`config.mk`:
```
export PLATFORM = sky130hd
export DESIGN_NAME = blocking_fully_assoc_cache_flat
export DESIGN_NICKNAME = d
export VERILOG_FILES = /design/src/bfac_pkg.sv /design/src/bfac_if.sv /design/src/bfac_mem.sv /design/src/bfac_mod.sv /design/src/blocking_fully_assoc_cache.sv /design/src/flat_wrapper.sv
export SDC_FILE = /design/constraint.sdc
export NUM_CORES = 2
export LEC_CHECK = 0
export BUFFER_PORTS_ARGS = -buffer_cell sky130_fd_sc_hd__buf_2
export CORE_MARGIN = 5
export CORE_UTILIZATION = 30
export CTS_BUF_LIST = sky130_fd_sc_hd__clkbuf_8
export DETAILED_ROUTE_END_ITERATION = 16
export PLACE_DENSITY_LB_ADDON = 0.05
export SLEW_MARGIN = 20
export SYNTH_ARGS = -nofsm -noshare
export SYNTH_HDL_FRONTEND = slang
export SYNTH_SLANG_ARGS = --single-unit
export TNS_END_PERCENT = 1
```
`constraint.sdc`:
```
create_clock -name clk -period 11.85 [get_ports clk]
set_input_delay 0.5925 -clock clk [delete_from_list [all_inputs] [get_ports clk]]
set_output_delay 0.5925 -clock clk [all_outputs]
set_load 0.01 [all_outputs]
```
`src/bfac_pkg.sv`:
```
// ============================================================================
// bfac_pkg
// shared constants, codes, entry type and byte-lane helpers of the cache
// ============================================================================
package bfac_pkg;

    localparam int LINES_DEF    = 16;
    localparam int PORTS        = 4;
    localparam int ADDRESS_BITS = 32;
    localparam int LINE_BYTES   = 8;
    localparam int ADDR_USED    = (ADDRESS_BITS < 32) ? ADDRESS_BITS : 32;
    localparam int TAG_W        = ADDR_USED - 3;
    localparam int LFSR_W       = 16;
    localparam int CFG_W        = 5;

    localparam logic [LFSR_W-1:0] LFSR_SEED = 16'hACE1;
    localparam logic [LFSR_W-1:0] LFSR_TAPS = 16'hB400;
    localparam logic [CFG_W-1:0]  CFG_RESET = 5'd16;

    // request actions
    localparam logic [1:0] ACT_READ  = 2'd0;
    localparam logic [1:0] ACT_WRITE = 2'd1;
    localparam logic [1:0] ACT_FILL  = 2'd2;

    // result kinds
    localparam logic [2:0] K_RESP   = 3'd0;
    localparam logic [2:0] K_BUSY   = 3'd1;
    localparam logic [2:0] K_SPAN   = 3'd2;
    localparam logic [2:0] K_MEM_RD = 3'd3;
    localparam logic [2:0] K_MEM_WR = 3'd4;
    localparam logic [2:0] K_WB     = 3'd5;

    typedef struct packed {
        logic [TAG_W-1:0] tag;
        logic [63:0]      data;
    } entry_t;

    function automatic logic [63:0] byte_mask(input logic [3:0] cnt);
        logic [63:0] m;
        if (cnt >= 4'd8)
            m = '1;
        else
            m = (64'd1 << {cnt, 3'b000}) - 64'd1;
        return m;
    endfunction

    function automatic logic [63:0] read_bytes(input logic [63:0] line,
                                               input logic [2:0] ofs,
                                               input logic [3:0] cnt);
        return (line >> {ofs, 3'b000}) & byte_mask(cnt);
    endfunction

    function automatic logic [63:0] merge_bytes(input logic [63:0] line,
                                                input logic [2:0] ofs,
                                                input logic [3:0] cnt,
                                                input logic [63:0] wd);
        logic [63:0] m;
        m = byte_mask(cnt) << {ofs, 3'b000};
        return (line & ~m) | ((wd << {ofs, 3'b000}) & m);
    endfunction

endpackage

```
`src/bfac_if.sv`:
```
// ============================================================================
// bfac channel interfaces
// request, result and configuration channels with valid/ready beats
// ============================================================================
interface bfac_req_if;
    logic        valid;
    logic        ready;
    logic [1:0]  action;
    logic [1:0]  requester;
    logic [31:0] address;
    logic [3:0]  byte_count;
    logic [63:0] write_data;
    logic [63:0] fill_data;

    modport source(output valid, action, requester, address, byte_count, write_data,
                   fill_data, input ready);
    modport sink(input valid, action, requester, address, byte_count, write_data,
                 fill_data, output ready);
endinterface

interface bfac_rsp_if;
    logic        valid;
    logic        ready;
    logic [2:0]  kind;
    logic [1:0]  port_out;
    logic [31:0] address_out;
    logic [63:0] data_out;
    logic        last;

    modport source(output valid, kind, port_out, address_out, data_out, last,
                   input ready);
    modport sink(input valid, kind, port_out, address_out, data_out, last,
                 output ready);
endinterface

interface bfac_cfg_if;
    logic       valid;
    logic       ready;
    logic [4:0] data;

    modport source(output valid, data, input ready);
    modport sink(input valid, data, output ready);
endinterface

```
`src/bfac_mem.sv`:
```
// ============================================================================
// bfac_mem
// line store: tag and data per entry, one write and one registered read port
// ============================================================================
module bfac_mem #(
    parameter int LINES = bfac_pkg::LINES_DEF
) (
    input  logic                         clk,
    input  logic                         rd_en,
    input  logic [$clog2(LINES)-1:0]     rd_addr,
    output bfac_pkg::entry_t             rd_data,
    input  logic                         wr_en,
    input  logic [$clog2(LINES)-1:0]     wr_addr,
    input  bfac_pkg::entry_t             wr_data
);
    import bfac_pkg::*;

    entry_t mem [LINES];
    entry_t rd_data_reg;

    always_ff @(posedge clk)
    begin
        if (wr_en)
        begin
            mem[wr_addr] <= wr_data;
        end
        if (rd_en)
        begin
            rd_data_reg <= mem[rd_addr];
        end
    end

    assign rd_data = rd_data_reg;

endmodule

```
`src/bfac_mod.sv`:
```
// ============================================================================
// bfac_mod
// restoring remainder unit, one dividend bit per cycle, for victim selection
// ============================================================================
module bfac_mod #(
    parameter int LINES = bfac_pkg::LINES_DEF
) (
    input  logic                           clk,
    input  logic                           rst_n,
    input  logic                           start,
    input  logic [bfac_pkg::LFSR_W-1:0]    dividend,
    input  logic [$clog2(LINES+1)-1:0]     divisor,
    output logic                           done,
    output logic [$clog2(LINES)-1:0]       rem
);
    import bfac_pkg::*;

    localparam int IW = $clog2(LINES);
    localparam int EW = $clog2(LINES + 1);
    localparam int CW = $clog2(LFSR_W + 1);

    logic [CW-1:0]     cnt_reg, cnt_next;
    logic              done_reg, done_next;
    logic [LFSR_W-1:0] dvd_reg, dvd_next;
    logic [EW-1:0]     rem_reg, rem_next;
    logic [EW-1:0]     div_reg, div_next;
    logic [EW:0]       trial;

    always_comb
    begin
        cnt_next  = cnt_reg;
        dvd_next  = dvd_reg;
        rem_next  = rem_reg;
        div_next  = div_reg;
        done_next = 1'b0;
        trial     = {rem_reg, dvd_reg[LFSR_W-1]};
        if (start)
        begin
            cnt_next = CW'(LFSR_W);
            dvd_next = dividend;
            rem_next = '0;
            div_next = divisor;
        end
        else if (cnt_reg != '0)
        begin
            if (trial >= {1'b0, div_reg})
                rem_next = EW'(trial - {1'b0, div_reg});
            else
                rem_next = EW'(trial);
            dvd_next = {dvd_reg[LFSR_W-2:0], 1'b0};
            cnt_next = cnt_reg - CW'(1);
            if (cnt_reg == CW'(1))
                done_next = 1'b1;
        end
    end

    always_ff @(posedge clk or negedge rst_n)
    begin
        if (!rst_n)
        begin
            cnt_reg  <= '0;
            done_reg <= 1'b0;
        end
        else
        begin
            cnt_reg  <= cnt_next;
            done_reg <= done_next;
        end
    end

    always_ff @(posedge clk)
    begin
        dvd_reg <= dvd_next;
        rem_reg <= rem_next;
        div_reg <= div_next;
    end

    assign done = done_reg;
    assign rem  = rem_reg[IW-1:0];

endmodule

```
`src/blocking_fully_assoc_cache.sv`:
```
// ============================================================================
// blocking_fully_assoc_cache
// blocking fully associative write-allocate cache with lfsr victim choice
// ============================================================================
//
//  channel | dir | beat carries
//  --------+-----+--------------------------------------------------------
//  req     | in  | action, requester, address, byte_count, write/fill data
//  rsp     | out | kind, port_out, address_out, data_out, last
//  cfg     | in  | lines_in_use (5 bits)
//
//  cpu access: the tag scan reads one entry of the line memory per cycle
//    until a tag matches or the occupied lines run out
//  fill: when the store is full, first a 16-step remainder unit for the
//    victim slot, then the victim read and the writeback beat
//  reset: no clearing pass; lines at or above the occupied count are invalid
//  a stalled rsp holds the result register; req is taken only when idle
//
module blocking_fully_assoc_cache #(
    parameter int LINES = bfac_pkg::LINES_DEF
) (
    input  logic      clk,
    input  logic      rst_n,
    bfac_req_if.sink  req,
    bfac_rsp_if.source rsp,
    bfac_cfg_if.sink  cfg
);
    import bfac_pkg::*;

    localparam int IW = $clog2(LINES);
    localparam int EW = $clog2(LINES + 1);

    localparam logic [2:0] S_IDLE = 3'd0;
    localparam logic [2:0] S_SCAN = 3'd1;
    localparam logic [2:0] S_HIT  = 3'd2;
    localparam logic [2:0] S_MISS = 3'd3;
    localparam logic [2:0] S_DIV  = 3'd4;
    localparam logic [2:0] S_VWB  = 3'd5;
    localparam logic [2:0] S_INST = 3'd6;

    // control state
    logic [2:0]        state_reg, state_next;
    logic [CFG_W-1:0]  cfg_reg;
    logic [EW-1:0]     occ_reg, occ_next;
    logic              pend_reg, pend_next;
    logic [LFSR_W-1:0] lfsr_reg, lfsr_next;
    logic [EW-1:0]     scan_idx_reg, scan_idx_next;
    logic              cmp_vld_reg, cmp_vld_next;
    logic              ov_reg, ov_next;

    // pending request and payload
    logic              r_write_reg, r_write_next;
    logic              r_full_reg, r_full_next;
    logic [1:0]        r_port_reg, r_port_next;
    logic [31:0]       r_addr_reg, r_addr_next;
    logic [3:0]        r_cnt_reg, r_cnt_next;
    logic [63:0]       r_wd_reg, r_wd_next;
    logic [63:0]       fill_reg, fill_next;
    logic [IW-1:0]     cmp_idx_reg, cmp_idx_next;
    logic [IW-1:0]     slot_reg, slot_next;

    // result register
    logic [2:0]        okind_reg, okind_next;
    logic [1:0]        oport_reg, oport_next;
    logic [31:0]       oaddr_reg, oaddr_next;
    logic [63:0]       odata_reg, odata_next;
    logic              olast_reg, olast_next;

    // memory and remainder unit hookup
    logic              mem_re, mem_we;
    logic [IW-1:0]     mem_raddr, mem_waddr;
    entry_t            mem_rdata, mem_wdata;
    logic              div_start, div_done;
    logic [IW-1:0]     div_rem;

    logic [EW-1:0]     eff;
    logic              out_free, acc, span_bad, port_ok, issue, match;
    logic [2:0]        r_ofs;
    logic [TAG_W-1:0]  r_tag;
    logic [63:0]       inst_data;

    bfac_mem #(.LINES(LINES)) u_mem (
        .clk     (clk),
        .rd_en   (mem_re),
        .rd_addr (mem_raddr),
        .rd_data (mem_rdata),
        .wr_en   (mem_we),
        .wr_addr (mem_waddr),
        .wr_data (mem_wdata)
    );

    bfac_mod #(.LINES(LINES)) u_mod (
        .clk      (clk),
        .rst_n    (rst_n),
        .start    (div_start),
        .dividend (lfsr_reg),
        .divisor  (eff),
        .done     (div_done),
        .rem      (div_rem)
    );

    // usable lines: zero counts as one, anything past the store as full size
    always_comb
    begin
        if (cfg_reg == '0)
            eff = EW'(1);
        else if (int'(cfg_reg) > LINES)
            eff = EW'(LINES);
        else
            eff = EW'(cfg_reg);
    end

    assign out_free  = !ov_reg || rsp.ready;
    assign req.ready = (state_reg == S_IDLE) && out_free;
    assign acc       = req.valid && req.ready;
    assign cfg.ready = 1'b1;

    assign span_bad = (req.byte_count == 4'd0) || (req.byte_count > 4'd8) ||
                      (({2'b00, req.address[2:0]} + {1'b0, req.byte_count}) > 5'd8);
    assign port_ok  = int'(req.requester) < PORTS;

    assign r_ofs = r_addr_reg[2:0];
    assign r_tag = r_addr_reg[ADDR_USED-1:3];

    // scan: one entry read per cycle; the compare works on the registered read data
    assign issue = (state_reg == S_SCAN) && (scan_idx_reg < occ_reg);
    assign match = cmp_vld_reg && (mem_rdata.tag == r_tag);

    // line installed by a fill or acknowledgement
    always_comb
    begin
        if (r_full_reg)
            inst_data = r_wd_reg;
        else if (r_write_reg)
            inst_data = merge_bytes(fill_reg, r_ofs, r_cnt_reg, r_wd_reg);
        else
            inst_data = fill_reg;
    end

    always_comb
    begin
        state_next    = state_reg;
        occ_next      = occ_reg;
        pend_next     = pend_reg;
        lfsr_next     = lfsr_reg;
        scan_idx_next = scan_idx_reg;
        cmp_vld_next  = 1'b0;
        cmp_idx_next  = cmp_idx_reg;
        slot_next     = slot_reg;
        r_write_next  = r_write_reg;
        r_full_next   = r_full_reg;
        r_port_next   = r_port_reg;
        r_addr_next   = r_addr_reg;
        r_cnt_next    = r_cnt_reg;
        r_wd_next     = r_wd_reg;
        fill_next     = fill_reg;
        ov_next       = ov_reg && !rsp.ready;
        okind_next    = okind_reg;
        oport_next    = oport_reg;
        oaddr_next    = oaddr_reg;
        odata_next    = odata_reg;
        olast_next    = olast_reg;
        mem_re        = 1'b0;
        mem_raddr     = scan_idx_reg[IW-1:0];
        mem_we        = 1'b0;
        mem_waddr     = slot_reg;
        mem_wdata     = '{tag: r_tag, data: inst_data};
        div_start     = 1'b0;

        case (state_reg)
            S_IDLE:
            begin
                if (acc)
                begin
                    case (req.action)
                        ACT_FILL:
                        begin
                            // stray fills are dropped
                            if (pend_reg)
                            begin
                                fill_next = req.fill_data;
                                if (occ_reg >= eff)
                                begin
                                    div_start  = 1'b1;
                                    state_next = S_DIV;
                                end
                                else
                                begin
                                    slot_next  = occ_reg[IW-1:0];
                                    occ_next   = occ_reg + EW'(1);
                                    state_next = S_INST;
                                end
                            end
                        end
                        ACT_READ, ACT_WRITE:
                        begin
                            if (port_ok)
                            begin
                                if (pend_reg || span_bad)
                                begin
                                    ov_next    = 1'b1;
                                    okind_next = pend_reg ? K_BUSY : K_SPAN;
                                    oport_next = req.requester;
                                    oaddr_next = req.address;
                                    odata_next = '0;
                                    olast_next = 1'b1;
                                end
                                else
                                begin
                                    r_write_next  = (req.action == ACT_WRITE);
                                    r_full_next   = (req.action == ACT_WRITE) &&
                                                    (req.address[2:0] == 3'd0) &&
                                                    (req.byte_count == 4'd8);
                                    r_port_next   = req.requester;
                                    r_addr_next   = req.address;
                                    r_cnt_next    = req.byte_count;
                                    r_wd_next     = req.write_data;
                                    scan_idx_next = '0;
                                    state_next    = S_SCAN;
                                end
                            end
                        end
                        default:
                        begin
                        end
                    endcase
                end
            end
            S_SCAN:
            begin
                mem_re        = issue && !match;
                scan_idx_next = issue ? scan_idx_reg + EW'(1) : scan_idx_reg;
                cmp_vld_next  = issue && !match;
                cmp_idx_next  = scan_idx_reg[IW-1:0];
                if (match)
                begin
                    slot_next  = cmp_idx_reg;
                    state_next = S_HIT;
                end
                else if (!issue)
                begin
                    state_next = S_MISS;
                end
            end
            S_HIT:
            begin
                if (out_free)
                begin
                    ov_next    = 1'b1;
                    okind_next = K_RESP;
                    oport_next = r_port_reg;
                    oaddr_next = r_addr_reg;
                    olast_next = 1'b1;
                    if (r_write_reg)
                    begin
                        mem_we     = 1'b1;
                        mem_wdata  = '{tag: r_tag,
                                       data: merge_bytes(mem_rdata.data, r_ofs,
                                                         r_cnt_reg, r_wd_reg)};
                        odata_next = '0;
                    end
                    else
                    begin
                        odata_next = read_bytes(mem_rdata.data, r_ofs, r_cnt_reg);
                    end
                    state_next = S_IDLE;
                end
            end
            S_MISS:
            begin
                if (out_free)
                begin
                    pend_next  = 1'b1;
                    ov_next    = 1'b1;
                    okind_next = r_full_reg ? K_MEM_WR : K_MEM_RD;
                    oport_next = '0;
                    oaddr_next = 32'({r_tag, 3'b000});
                    odata_next = r_full_reg ? r_wd_reg : 64'd0;
                    olast_next = 1'b1;
                    state_next = S_IDLE;
                end
            end
            S_DIV:
            begin
                if (div_done)
                begin
                    mem_re     = 1'b1;
                    mem_raddr  = div_rem;
                    slot_next  = div_rem;
                    state_next = S_VWB;
                end
            end
            S_VWB:
            begin
                if (out_free)
                begin
                    ov_next    = 1'b1;
                    okind_next = K_WB;
                    oport_next = '0;
                    oaddr_next = 32'({mem_rdata.tag, 3'b000});
                    odata_next = mem_rdata.data;
                    olast_next = 1'b0;
                    lfsr_next  = lfsr_reg[0] ? ((lfsr_reg >> 1) ^ LFSR_TAPS)
                                             : (lfsr_reg >> 1);
                    state_next = S_INST;
                end
            end
            S_INST:
            begin
                if (out_free)
                begin
                    mem_we     = 1'b1;
                    pend_next  = 1'b0;
                    ov_next    = 1'b1;
                    okind_next = K_RESP;
                    oport_next = r_port_reg;
                    oaddr_next = r_addr_reg;
                    odata_next = (!r_full_reg && !r_write_reg)
                                 ? read_bytes(fill_reg, r_ofs, r_cnt_reg) : 64'd0;
                    olast_next = 1'b1;
                    state_next = S_IDLE;
                end
            end
            default:
            begin
                state_next = S_IDLE;
            end
        endcase
    end

    always_ff @(posedge clk or negedge rst_n)
    begin
        if (!rst_n)
        begin
            state_reg    <= S_IDLE;
            cfg_reg      <= CFG_RESET;
            occ_reg      <= '0;
            pend_reg     <= 1'b0;
            lfsr_reg     <= LFSR_SEED;
            scan_idx_reg <= '0;
            cmp_vld_reg  <= 1'b0;
            ov_reg       <= 1'b0;
        end
        else
        begin
            state_reg    <= state_next;
            occ_reg      <= occ_next;
            pend_reg     <= pend_next;
            lfsr_reg     <= lfsr_next;
            scan_idx_reg <= scan_idx_next;
            cmp_vld_reg  <= cmp_vld_next;
            ov_reg       <= ov_next;
            if (cfg.valid)
            begin
                cfg_reg <= cfg.data;
            end
        end
    end

    always_ff @(posedge clk)
    begin
        r_write_reg <= r_write_next;
        r_full_reg  <= r_full_next;
        r_port_reg  <= r_port_next;
        r_addr_reg  <= r_addr_next;
        r_cnt_reg   <= r_cnt_next;
        r_wd_reg    <= r_wd_next;
        fill_reg    <= fill_next;
        cmp_idx_reg <= cmp_idx_next;
        slot_reg    <= slot_next;
        okind_reg   <= okind_next;
        oport_reg   <= oport_next;
        oaddr_reg   <= oaddr_next;
        odata_reg   <= odata_next;
        olast_reg   <= olast_next;
    end

    assign rsp.valid       = ov_reg;
    assign rsp.kind        = okind_reg;
    assign rsp.port_out    = oport_reg;
    assign rsp.address_out = oaddr_reg;
    assign rsp.data_out    = odata_reg;
    assign rsp.last        = olast_reg;

`ifndef SYNTHESIS
    // occupied count never passes the store size
    a_occ_bound: assert property (@(posedge clk) disable iff (!rst_n)
        occ_reg <= EW'(LINES))
        else $error("occupied count beyond store size");

    // every line write lands inside the valid prefix
    a_wr_range: assert property (@(posedge clk) disable iff (!rst_n)
        mem_we |-> (EW'(mem_waddr) < occ_reg))
        else $error("line write outside occupied lines");

    // victim slot lies below the usable line count
    a_victim_range: assert property (@(posedge clk) disable iff (!rst_n)
        div_done |-> (EW'(div_rem) < eff))
        else $error("victim slot out of range");

    // a memory line request is only shown while the miss is pending
    a_miss_pend: assert property (@(posedge clk) disable iff (!rst_n)
        (rsp.valid && (rsp.kind == K_MEM_RD || rsp.kind == K_MEM_WR)) |-> pend_reg)
        else $error("line request without pending miss");

    // no lookup runs while a miss is outstanding
    a_scan_clear: assert property (@(posedge clk) disable iff (!rst_n)
        (state_reg == S_SCAN) |-> !pend_reg)
        else $error("tag scan during pending miss");
`endif

endmodule

```
`src/flat_wrapper.sv`:
```
// flat-port wrapper written by rule: the top's interface ports become plain ports
module blocking_fully_assoc_cache_flat import bfac_pkg::*;
#(
    parameter int LINES = bfac_pkg::LINES_DEF
)
  (clk, rst_n, req_valid, req_action, req_requester, req_address, req_byte_count, req_write_data, req_fill_data, req_ready, rsp_valid, rsp_kind, rsp_port_out, rsp_address_out, rsp_data_out, rsp_last, rsp_ready, cfg_valid, cfg_data, cfg_ready);
  bfac_req_if req_i ();
  bfac_rsp_if rsp_i ();
  bfac_cfg_if cfg_i ();
  input  logic clk;
  input  logic rst_n;
  input wire logic [$bits(req_i.valid)-1:0] req_valid;
  input wire logic [$bits(req_i.action)-1:0] req_action;
  input wire logic [$bits(req_i.requester)-1:0] req_requester;
  input wire logic [$bits(req_i.address)-1:0] req_address;
  input wire logic [$bits(req_i.byte_count)-1:0] req_byte_count;
  input wire logic [$bits(req_i.write_data)-1:0] req_write_data;
  input wire logic [$bits(req_i.fill_data)-1:0] req_fill_data;
  output wire logic [$bits(req_i.ready)-1:0] req_ready;
  output wire logic [$bits(rsp_i.valid)-1:0] rsp_valid;
  output wire logic [$bits(rsp_i.kind)-1:0] rsp_kind;
  output wire logic [$bits(rsp_i.port_out)-1:0] rsp_port_out;
  output wire logic [$bits(rsp_i.address_out)-1:0] rsp_address_out;
  output wire logic [$bits(rsp_i.data_out)-1:0] rsp_data_out;
  output wire logic [$bits(rsp_i.last)-1:0] rsp_last;
  input wire logic [$bits(rsp_i.ready)-1:0] rsp_ready;
  input wire logic [$bits(cfg_i.valid)-1:0] cfg_valid;
  input wire logic [$bits(cfg_i.data)-1:0] cfg_data;
  output wire logic [$bits(cfg_i.ready)-1:0] cfg_ready;
  assign req_i.valid = req_valid;
  assign req_i.action = req_action;
  assign req_i.requester = req_requester;
  assign req_i.address = req_address;
  assign req_i.byte_count = req_byte_count;
  assign req_i.write_data = req_write_data;
  assign req_i.fill_data = req_fill_data;
  assign req_ready = req_i.ready;
  assign rsp_valid = rsp_i.valid;
  assign rsp_kind = rsp_i.kind;
  assign rsp_port_out = rsp_i.port_out;
  assign rsp_address_out = rsp_i.address_out;
  assign rsp_data_out = rsp_i.data_out;
  assign rsp_last = rsp_i.last;
  assign rsp_i.ready = rsp_ready;
  assign cfg_i.valid = cfg_valid;
  assign cfg_i.data = cfg_data;
  assign cfg_ready = cfg_i.ready;
  blocking_fully_assoc_cache #(.LINES(LINES)) u_core (.clk(clk), .rst_n(rst_n), .req(req_i), .rsp(rsp_i), .cfg(cfg_i));
endmodule
```
==> results_tabular.tex <==
\begin{tabular}{lr}
\hline
Metric & Value \\
\hline
\multicolumn{2}{l}{\textbf{Outcome}} \\
Outcome & completed \\
\multicolumn{2}{l}{\textbf{Routing}} \\
Final ANT Viol Nets & 0 \\
WL final & 312.8 mm \\
Wire per inst & 31.68 um \\
DRC errors left & 0 \\
Detailed Routing Iterations Pass 1 & 8 \\
Count of vias placed by the detailed router & 52782 \\
Initial DRC count & 5019 \\
Via-to-Cell Ratio & 5.345 \\
\multicolumn{2}{l}{\textbf{Yosys}} \\
Ranking of synthesized cells by area & edfxtp\_1 (69\%), mux4\_2 (5.9\%), nand2\_1 (4.5\%) \\
Gate count of the mapped netlist & 5406 \\
Number of warnings issued by yosys & 0 \\
Post-synth EDFFs & 1880 \\
Synth Cell Area & 81680 sq um \\
Multiplexer fraction of the synthesized cell area & 10.44\% \\
Seq/Total Area, Yosys & 70.57\% \\
Share of the synthesized area in the top cell type & 69.12\% \\
Largest family of logic cells by synthesized area & multiplexers \\
Fraction of registers with async set or reset after synthesis & 2.230\% \\
Register bit count reported by yosys & 1928 \\
Area leader, netlist & edfxtp\_1 \\
Complex-gate fraction of the synthesized area & 7.206\% \\
Xor and xnor fraction of the mapped netlist area & 0.5147\% \\
Top FF cell, synth & edfxtp\_1 \\
Number of nets in the synthesized netlist & 5609 \\
Avg Inst Size Synth & 15.11 sq um \\
Arithmetic-cell share of the synthesized area counting full adders, half adders and majority gates & 0.4013\% \\
Synthesized-area fraction occupied by and/or/nand/nor cells & 8.621\% \\
Netlist cell types & 88 \\
\multicolumn{2}{l}{\textbf{CTS}} \\
Clock root cell & clkbuf\_8 \\
Worst-skew pair later-pin latency & 1.01 ns \\
Number of CTS-inserted buffers & 351 \\
\# clock sinks & 1928 \\
Post-CTS clock slew at the launch and capture registers of the worst setup and hold paths & 0.06 ns \\
Quantity of gates resized following cts & 0 \\
H-tree depth reported by CTS & 5 \\
Number of buffers on the longest clock path & 4 \\
TritonCTS clock tree & yes \\
\multicolumn{2}{l}{\textbf{Global route}} \\
Met1 GRT Util & 31.25\% \\
Pin count of the biggest net entering global routing & 142 \\
Initial antenna violation count & 12 \\
Met3 Use GR & 3.295\% \\
Layer with the highest usage after global routing & met2 \\
Met2 global-route usage & 32.53\% \\
Number of global-route vias before repair & 53379 \\
Wire length of the first global-routing pass & 434.9 mm \\
Gr usage total & 21.41\% \\
Overall overflow remaining after global route & 0 \\
\multicolumn{2}{l}{\textbf{Hold path}} \\
Type of the worst min-delay path & in -> reg \\
Hold depth & 5 \\
\multicolumn{2}{l}{\textbf{Final layout}} \\
NumNets Final & 6233 \\
Number of flip-flops in the largest register & 1488 \\
Most common cell after layout, fill and taps aside & edfxtp\_1 \\
Most frequent cells in the layout & edfxtp\_1 (1880), nand2\_1 (968), clkbuf\_8 (360), mux2i\_1 (291), buf\_2 (282) \\
Footprint of the flip-flops and latches & 57640 sq um \\
Area Growth Syn to Fin & 17.45\% \\
Multi-input gate area in the final layout & 22720 sq um \\
Fillcell total & 26045 \\
Layout cells sized above 1 & 19.96\% \\
\multicolumn{2}{l}{\textbf{Critical path}} \\
CP startpoint kind & flop \\
Start-to-end type of the worst setup path & reg -> reg \\
Launch point of the worst reg-to-reg path & u\_core.state\_reg[0] \\
Required time at the endpoint of the critical path & 12.58 ns \\
R2r setup slk & 6.61 ns \\
Launching element of the worst setup path & u\_core.state\_reg[0] \\
Worst R2R End & u\_core.u\_mem.rd\_data[57] \\
Max stage delay on crit path & 0.86 ns \\
Highest-delay cell along the critical path & and4bb\_1 \\
Cells on worst reg2reg path & 9 \\
Capturing instance or port of the critical path & u\_core.u\_mem.rd\_data[57] \\
Cell-by-cell listing of the critical path & buf\_4, and4bb\_1, mux2i\_4, buf\_12, buf\_4, buf\_12, mux4\_2, a22oi\_1, nand2\_1 \\
Worst Setup End Kind & flop \\
Crit Path Max Fanout & 125 \\
Arrival @ worst endpoint & 5.98 ns \\
\multicolumn{2}{l}{\textbf{Pwr}} \\
Logic pwr share & 27.0\% \\
Peak supply drop & 0.1858 mV \\
Internal Power & 12950 uW \\
Net switching power of the design & 6903 uW \\
Clk pwr share & 29.3\% \\
Part of the power in registers & 43.7\% \\
Switch share & 34.77\% \\
LEAKAGE & 0.03287 uW \\
Power per cell area & 207.0 nW/um\^{}2 \\
\multicolumn{2}{l}{\textbf{Floorplanning}} \\
Core region area & 271000 sq um \\
Floorplan die width & 531.8 um \\
DIE HEIGHT & 531.8 um \\
Starting density of the core & 30.14\% \\
Full die area & 282800 sq um \\
Standard-cell row count & 191 \\
Number of ports placed on the die boundary & 283 \\
\multicolumn{2}{l}{\textbf{Flow run}} \\
Number of max-cap violations & 0 \\
\multicolumn{2}{l}{\textbf{Timing}} \\
Final Critical Period & 5.243 ns \\
Final count of hold timing violations & 0 \\
Setup repair after global routing missed its margin & false \\
Timing-limited maximum frequency & 0.1907 GHz \\
Pins over their slew limit & 0 \\
Final Cycle Share & 44.24\% \\
Number of failing setup endpoints in the final timing report & 0 \\
Transition time of the tightest slew-check pin & 1.122 ns \\
Headroom to the max-slew limit & 25.22\% \\
Worst-case hold slack & 0.1434 ns \\
Setup Total Neg Slack & 0 ns \\
Layout Skew & 0.07164 ns \\
\multicolumn{2}{l}{\textbf{Place}} \\
Final Wtd Congestion & 0.9096 \\
Total half-perimeter wirelength after legalization and detailed placement & 185.9 mm \\
IO buf count & 281 \\
\hline
\end{tabular}
## through the flow
step | instance area (sq um) | cells | total power (uW) | worst slack (ns) | util [%]
2_1_floorplan | 81680 | 5406 | 11880 | 1.651 | -
3_3_place_gp | 87690 | 9061 | 14200 | 6.485 | 32.36
3_5_place_dp | 87800 | 9066 | 14180 | 6.499 | 32.40
4_1_cts | 95870 | 9866 | 20150 | 6.480 | 35.38
5_1_grt | 95910 | 9868 | 20860 | 6.223 | 35.39
6_report | 95930 | 9875 | 19860 | 6.607 | 35.40
## per-layer routing
| metal | share of wire (%) | wire length (um) |
|---|---|---|
| met5 | 0.0086 | 27 |
| met3 | 5.7 | 17820 |
| met4 | 3.5 | 11050 |
| met1 | 47 | 146200 |
| met2 | 44 | 137700 |
## final cells by class
| type | count | area share, % |
|---|---|---|
| diodes | 8 | 0.02087 |
| clock buffers | 360 | 5.165 |
| clock inverters | 260 | 1.375 |
| inverters | 50 | 0.1956 |
| multi-input cells | 3067 | 23.69 |
| flip-flops and latches | 1928 | 60.09 |
| well taps | 3570 | 4.656 |
| repair buffers | 632 | 4.814 |
## critical path: cells and delay by family, from the launching register on
family | cells | cell delay, ns
buffers and inverters | 4 | 2.15
muxes | 2 | 0.98
and+or+nand+nor | 2 | 0.95
DFF | 1 | 0.35
AOI/OAI and AO/OA | 1 | 0.21
## cells by family after synthesis
family	after synthesis
flip-flops	1928
buffers and inverters	411
other	1
multiplexers	576
adder cells (fa/ha/maj)	25
XOR/XNOR	48
AO/OA/AOI/OAI	810
AND/OR/NAND/NOR	1607
## power by group through the flow
stage	registers (uW)	clock network [uW]	logic, uW
2_1_floorplan	8680	0	3200
3_3_place_gp	8800	0	5400
3_5_place_dp	8790	0	5390
4_1_cts	8660	6030	5460
5_1_grt	8690	6360	5810
6_report	8670	5820	5370
## synth_stat cells, types with 36 or more instances
cell         n
a32oi_1     93
nand2_1    969
edfxtp_1  1880
clkbuf_1   199
o21ai_0    111
a21oi_1     88
nor2_1     141
mux2_2      67
a211oi_1    43
and3_1      36
buf_2      105
a22oi_1    164
inv_1       47
mux2i_1    295
o22ai_1     42
mux4_2     214
nand3_1    216
a31oi_1     43
nand4_1    102
## worst min-delay path by stage
stage	startpoint	endpoint	slack (ns)
6_report	req_action[0]	u_core.state_reg[0]	0.14
5_1_grt	req_action[0]	u_core.state_reg[0]	0.11
4_1_cts	req_action[0]	u_core.state_reg[0]	0.002
3_5_place_dp	u_core.u_mod.rem_reg[4]	u_core.u_mod.rem_reg[4]	0.47
3_3_place_gp	u_core.u_mod.rem_reg[4]	u_core.u_mod.rem_reg[4]	0.46
2_1_floorplan	rst_n	u_core.cfg_reg[0]	0.30
## timing repair
item | in CTS | in global routing
setup buffers | 0 | 0
hold buffers | 180 | 0
hold endpoints to repair | 240 | 0
Note: power is estimated with default switching activity, not from simulation.
